## src/rtl/cau_pkg.sv

```systemverilog
// Shared types, constants and helper functions for the complex arithmetic unit.
// No dependencies; cau_stage, the unit and the testbench import this package.
`timescale 1ns / 1ps

package cau_pkg;

  typedef enum logic [2:0] {
    OP_ADD   = 3'd0,
    OP_SUB   = 3'd1,
    OP_MUL   = 3'd2,
    OP_DIV   = 3'd3,
    OP_EQ    = 3'd4,
    OP_NE    = 3'd5,
    OP_MAG   = 3'd6,
    OP_PHASE = 3'd7
  } op_t;

  localparam int DIV_STEPS  = 33;   // quotient bits of the Q16.17 quotient
  localparam int SQRT_STEPS = 32;   // root bits of a 64-bit radicand
  localparam int CW         = 52;   // CORDIC x/y width, prescaled by 2^16 plus growth
  localparam logic signed [31:0] PI_Q16 = 32'sd205887;

  typedef struct packed {
    op_t                  op;
    // results of add, sub, mul, equal and not equal, settled early
    logic [31:0]          side_re;
    logic [31:0]          side_im;
    logic                 side_cmp;
    logic                 side_err;
    // restoring divider, one lane per part
    logic                 dz;
    logic                 neg_re;
    logic                 neg_im;
    logic                 ovf_re;
    logic                 ovf_im;
    logic [63:0]          den;
    logic [63:0]          r_re;
    logic [63:0]          r_im;
    logic [15:0]          lo_re;
    logic [15:0]          lo_im;
    logic [DIV_STEPS-1:0] q_re;
    logic [DIV_STEPS-1:0] q_im;
    // square root
    logic [63:0]          sq_s;
    logic [63:0]          sq_res;
    // CORDIC vectoring
    logic                 chold;
    logic signed [CW-1:0] cx;
    logic signed [CW-1:0] cy;
    logic signed [31:0]   cz;
  } cau_iter_t;

  function automatic logic signed [31:0] atan_q16(input int idx);
    case (idx)
      0:       return 32'sd51472;
      1:       return 32'sd30386;
      2:       return 32'sd16055;
      3:       return 32'sd8150;
      4:       return 32'sd4091;
      5:       return 32'sd2047;
      6:       return 32'sd1024;
      7:       return 32'sd512;
      8:       return 32'sd256;
      9:       return 32'sd128;
      10:      return 32'sd64;
      11:      return 32'sd32;
      12:      return 32'sd16;
      13:      return 32'sd8;
      14:      return 32'sd4;
      15:      return 32'sd2;
      16:      return 32'sd1;
      default: return 32'sd0;
    endcase
  endfunction

  // Sign/magnitude to saturated 32-bit pattern; returns {err, value}.
  function automatic logic [32:0] pack(input logic neg, input logic [63:0] mag);
    logic [63:0] t;
    t = 64'd0 - mag;
    if (neg) begin
      if (mag > 64'h0000_0000_8000_0000) return {1'b1, 32'h8000_0000};
      return {1'b0, t[31:0]};
    end
    if (mag > 64'h0000_0000_7FFF_FFFF) return {1'b1, 32'h7FFF_FFFF};
    return {1'b0, mag[31:0]};
  endfunction

  // Saturate a 33-bit sum to 32 bits; returns {err, value}.
  function automatic logic [32:0] sat33(input logic [32:0] v);
    if (v[32] != v[31]) return {1'b1, v[32] ? 32'h8000_0000 : 32'h7FFF_FFFF};
    return {1'b0, v[31:0]};
  endfunction

  // Sum of two terms in [-2^62, 2^62] as {neg, magnitude}.
  function automatic logic [64:0] sum2(input logic [63:0] p, input logic [63:0] q);
    logic [63:0] s;
    s = p + q;
    if (s == 64'h8000_0000_0000_0000) return {1'b0, s};
    if (s[63]) return {1'b1, 64'd0 - s};
    return {1'b0, s};
  endfunction

  function automatic logic [63:0] round16(input logic [63:0] mag);
    return (mag >> 16) + {63'd0, mag[15]};
  endfunction

endpackage

```

## src/rtl/cau_stage.sv

```systemverilog
// One register stage of the iterative section: a divider bit for both parts,
// a square-root bit and a CORDIC turn in early stages. Depends on cau_pkg.
`timescale 1ns / 1ps

module cau_stage import cau_pkg::*; #(
  parameter int STEP         = 0,
  parameter int CORDIC_STEPS = 16
) (
  input  logic      clk,
  input  logic      rst,
  input  logic      en,
  input  logic      vin,
  input  cau_iter_t din,
  output logic      vout,
  output cau_iter_t dout
);

  localparam logic [63:0] SQ_BIT = 64'd1 << (62 - 2 * (STEP % SQRT_STEPS));
  localparam logic signed [31:0] ATAN = atan_q16(STEP);

  cau_iter_t            nxt;
  logic [63:0]          r2_re;
  logic [63:0]          r2_im;
  logic [63:0]          trial;
  logic signed [CW-1:0] dx;
  logic signed [CW-1:0] dy;

  always_comb begin
    nxt   = din;
    r2_re = {din.r_re[62:0], din.lo_re[15]};
    r2_im = {din.r_im[62:0], din.lo_im[15]};
    trial = din.sq_res + SQ_BIT;
    dx    = $signed(din.cy) >>> STEP;
    dy    = $signed(din.cx) >>> STEP;

    nxt.lo_re = {din.lo_re[14:0], 1'b0};
    nxt.lo_im = {din.lo_im[14:0], 1'b0};
    if (r2_re >= din.den) begin
      nxt.r_re = r2_re - din.den;
      nxt.q_re = {din.q_re[DIV_STEPS-2:0], 1'b1};
    end else begin
      nxt.r_re = r2_re;
      nxt.q_re = {din.q_re[DIV_STEPS-2:0], 1'b0};
    end
    if (r2_im >= din.den) begin
      nxt.r_im = r2_im - din.den;
      nxt.q_im = {din.q_im[DIV_STEPS-2:0], 1'b1};
    end else begin
      nxt.r_im = r2_im;
      nxt.q_im = {din.q_im[DIV_STEPS-2:0], 1'b0};
    end

    if (STEP < SQRT_STEPS) begin
      if (din.sq_s >= trial) begin
        nxt.sq_s   = din.sq_s - trial;
        nxt.sq_res = (din.sq_res >> 1) + SQ_BIT;
      end else begin
        nxt.sq_res = din.sq_res >> 1;
      end
    end

    // rotate toward the positive real axis
    if (STEP < CORDIC_STEPS && !din.chold) begin
      if (!din.cy[CW-1] && din.cy != '0) begin
        nxt.cx = din.cx + dx;
        nxt.cy = din.cy - dy;
        nxt.cz = din.cz + ATAN;
      end else begin
        nxt.cx = din.cx - dx;
        nxt.cy = din.cy + dy;
        nxt.cz = din.cz - ATAN;
      end
    end
  end

  always_ff @(posedge clk) begin
    if (rst) begin
      vout <= 1'b0;
    end else if (en) begin
      vout <= vin;
    end
  end

  always_ff @(posedge clk) begin
    if (en) begin
      dout <= nxt;
    end
  end

endmodule

```

## config.mk

```make
export PLATFORM = sky130hd
export DESIGN_NAME = cau_stage
export DESIGN_NICKNAME = d
export VERILOG_FILES = /design/src/rtl/cau_pkg.sv /design/src/rtl/cau_stage.sv
export SDC_FILE = /design/constraint.sdc
export NUM_CORES = 2
export LEC_CHECK = 0
export ABC_AREA = 1
export BUFFER_PORTS_ARGS = -buffer_cell sky130_fd_sc_hd__buf_2
export CAP_MARGIN = 20
export CORE_AREA = 5 5 484 486
export DETAILED_ROUTE_END_ITERATION = 8
export DIE_AREA = 0 0 489 491
export GPL_TIMING_DRIVEN = 0
export MAX_ROUTING_LAYER = met4
export PLACE_DENSITY = 0.4
export SLEW_MARGIN = 20
export SYNTH_ARGS = -nofsm -noshare
export SYNTH_HDL_FRONTEND = slang
export SYNTH_SLANG_ARGS = --single-unit
```

## constraint.sdc

```tcl
create_clock -name clk -period 3.1 [get_ports clk]
set_input_delay 0.155 -clock clk [delete_from_list [all_inputs] [get_ports clk]]
set_output_delay 0.155 -clock clk [all_outputs]
set_load 0.005 [all_outputs]
```

==> impl_metrics.py <==
metrics = {
    "detailed_routing": {
        "drtIter0Drc": 5651,
        "routedWlPerCell_um": 30.5,
        "vias": 62100,
        "met1_length_um": 161000,
        "wl_met3_um": 22000,
        "routed.top_layer": "met4",
        "drc": 0,
        "drtAntennaViolNets": 0,
        "totalWireLength_um": 388000,
        "wl_met2_um": 181000,
        "first_pass_iters": 9,
        "vias_per_cell": 4.89,
    },
    "clock_tree": {
        "clk_latency_ns": 0.75,
        "clockBufferDepth": 3,
        "cts-root-buf": "clkbuf_16",
        "cts_buffers": 85,
        "cts_tree": "built",
        "cts.reportedPaths.clkPinSlew_ns": 0.06,
        "cts_sinks": 628,
        "h-tree-depth": 3,
    },
    "synth": {
        "ys_seq_area_share_pct": 35.6,
        "syn_area_mm2": 0.0529,
        "synth_top_family_by_area": "simple AND/OR/NAND/NOR gates",
        "synth_cells": 7570,
        "synth-simple-area-share_pct": 30.0,
        "synth_cell_type_count": 50,
        "async_reset_ff_share_pct": 0,
        "ys_ff_latch": 628,
        "synth_edf_count": 627,
        "avgSynthCellArea_um2": 6.99,
        "ys.flop_type": "edfxtp_1",
        "synth-xor-area-share_pct": 2.81,
        "synth_compound_area_share_pct": 12.2,
        "synthAdderAreaFrac_pct": 9.03,
        "ys_warn_count": 0,
        "muxShareOfSynthArea_pct": 0.0189,
    },
    "finish": {
        "multiInputGateArea_mm2": 0.0291,
        "fillers": 25400,
        "area_growth_pct": 38.3,
        "post-route-util_pct": 31.9,
        "final-seq-area_mm2": 0.0188,
        "drive_above_1_share_pct": 17.8,
        "fin_area_mm2": 0.0732,
        "final_cell_mix": "2158 x nand2_1, 1316 x buf_2, 1229 x inv_1",
        "fin_nets": 10600,
        "final_common_cell": "nand2_1",
    },
    "run_status": {
        "outcome": "finished, violations left",
        "violations": "negative hold slack, negative setup slack",
    },
    "power_and_ir_drop": {
        "ir_worst_vdd_uv": 392,
        "powerDensity_mw_per_mm2": 457,
        "fin_total_pwr_mw": 33.5,
        "p_leak_nw": 34.9,
    },
    "place": {
        "port_buffers": 1256,
        "gp_congestion": 1.03,
        "placed_cell_area_mm2": 0.0633,
        "hpwlAfterDp_um": 333000,
    },
    "critical_path": {
        "reg2reg_slack_ns": 1.95,
        "startpoint_type": "input port",
        "worstSetupEndpointType": "flop",
        "reg2reg_to": "vout$_SDFFE_PP0P_",
        "arrival_ns": 3.63,
        "crit_path_max_fanout": 10,
        "critPathKind": "input port to flop",
        "rr_startpoint": "vout$_SDFFE_PP0P_",
        "crit_end": "dout[394]$_DFFE_PP_",
        "cp-startpoint": "din[412]",
        "cp_data_required_time_ns": 3.52,
        "reg2reg_depth": 3,
    },
    "sta": {
        "period_needed_ns": 3.21,
        "finalClockSkew_ns": 0,
        "setup_violations": 14,
        "fin_tns_setup_ns": -0.598,
        "whs_ns": -0.274,
        "period_share_pct": 104,
        "hold_violations": 1,
        "relSlewSlack_pct": 23.9,
        "layout_setup_ws_ns": -0.110,
        "rsz0062_at_grt": "true",
        "slew_violations": 0,
        "max_freq_mhz": 312,
        "worst_pin_slew_ns": 1.14,
    },
    "floorplan": {
        "die-area_mm2": 0.240,
        "rows": 176,
        "fp.dieW_um": 489,
        "io_pins": 1263,
        "initial_utilization_pct": 23.1,
        "core-area_mm2": 0.229,
        "die_h_um": 491,
    },
    "global_routing": {
        "first_global_vias": 60800,
        "grt_max_degree": 100,
        "antenna_found_initial": 115,
        "grt_first_pass_wirelength_um": 512000,
        "overflow": 0,
        "grt_util_all_layers_pct": 31.7,
    },
    "run": {
        "maxCapViolations": 0,
    },
    "min_path": {
        "min_path_type": "input port to flop",
    },
}
[cell usage after synthesis (3+ instances only)]
library cell | count | area (µm²)
nor3_1 | 76 | 380
clkbuf_1 | 54 | 203
a21oi_1 | 494 | 2470
and3_1 | 6 | 37.5
nor2_1 | 796 | 2990
a211oi_1 | 3 | 22.5
o211ai_1 | 21 | 158
nor2_2 | 9 | 56.3
edfxtp_1 | 627 | 18800
and2_1 | 14 | 87.6
fa_1 | 7 | 140
a21boi_0 | 31 | 233
a21o_1 | 37 | 278
nand4_1 | 130 | 813
buf_6 | 9 | 101
nand2_2 | 6 | 37.5
o21ai_0 | 446 | 2230
inv_1 | 1241 | 4660
o21ai_1 | 46 | 230
o21a_1 | 18 | 135
inv_2 | 15 | 56.3
o21bai_1 | 58 | 435
or2_2 | 14 | 87.6
xor2_1 | 125 | 1090
a31oi_1 | 27 | 169
nand3_1 | 473 | 2370
buf_4 | 3 | 22.5
o22ai_1 | 6 | 37.5
nand3_2 | 18 | 180
ha_1 | 371 | 4640
buf_2 | 63 | 315
xnor2_1 | 45 | 394
nand2_1 | 2176 | 8170
nor4_1 | 17 | 106
buf_1 | 12 | 45.0
nand3b_1 | 52 | 390
[critical path, stage by stage]
cell and delay (ns):
dlygate4sd3_1 0.58, buf_2 0.23, ha_2 0.41, nand2_1 0.12, nor2_2 0.18, inv_1 0.08
nor2_1 0.15, nand2_1 0.12, nor3_2 0.20, nand3_2 0.12, nand3_4 0.16, inv_8 0.07
buf_2 0.24, o21ai_0 0.81
[cell type report]
| type | instances | share of cell area, % |
|---|---|---|
| Multi-Input combinational cell | 5541 | 39.8 |
| Sequential cell | 628 | 25.7 |
| Timing Repair Buffer | 1901 | 17.6 |
| Inverter | 1256 | 6.46 |
| Tap cell | 3026 | 5.17 |
| Clock buffer | 99 | 2.98 |
| Buffer | 146 | 1.16 |
| Clock inverter | 58 | 0.925 |
| Antenna cell | 62 | 0.212 |
[state kept, by name, summed over array words and instances, names as in the netlist]
register	count
vout	1
dout	627
[metrics by stage]
step,std cells,worst slack (ns)
after floorplan,7571,0.0532
after global placement,11900,-9.34
after detailed placement,11900,-2.16
after CTS,12600,-0.0775
after global routing,12700,-0.0567
final,12700,-0.110
[per-layer routing]
layer	track usage, %	vias up
met4	14.9	0
met2	52.2	2480
met3	4.29	611
met1	38.4	30300
li1	-	28700
met5	-	-
[report_power, final]
group / switching, mW / internal, mW / leakage (nW) / total, mW
logic: 8.46 / 3.79 / 27.4 / 12.2
clock network: 4.46 / 5.80 / 1.38 / 10.3
registers: 0.448 / 10.5 / 6.14 / 11.0
[cell families after synthesis]
family / count (synthesis)
XOR/XNOR: 170
buffers and inverters: 1402
other: 1
flip-flops: 628
AO/OA/AOI/OAI: 1191
multiplexers: 1
AND/OR/NAND/NOR: 3799
adder cells (fa/ha/maj): 378
[what timing repair did]
action / CTS / global route
setup buffers: 18 / 13
gates resized for setup: 94 / 104
endpoints found under the setup margin: 62 / 83
pin swaps: 16 / 28
endpoints found under the hold margin: 623 / 7
hold buffers: 598 / 6
gates cloned: 2 / 0
[worst min-delay path by stage]
stage          startpoint                  end  slack, ns  depth (start not counted)
2_1_floorplan         rst    vout$_SDFFE_PP0P_       0.23                          1
3_3_place_gp          rst    vout$_SDFFE_PP0P_       0.31                          2
3_5_place_dp          rst    vout$_SDFFE_PP0P_       0.32                          2
4_1_cts          din[491]  dout[491]$_DFFE_PP_      -0.39                          1
5_1_grt          din[201]  dout[201]$_DFFE_PP_      -0.32                          2
6_report         din[201]  dout[201]$_DFFE_PP_      -0.27                          2
Note: power is estimated with default switching activity, not from simulation.
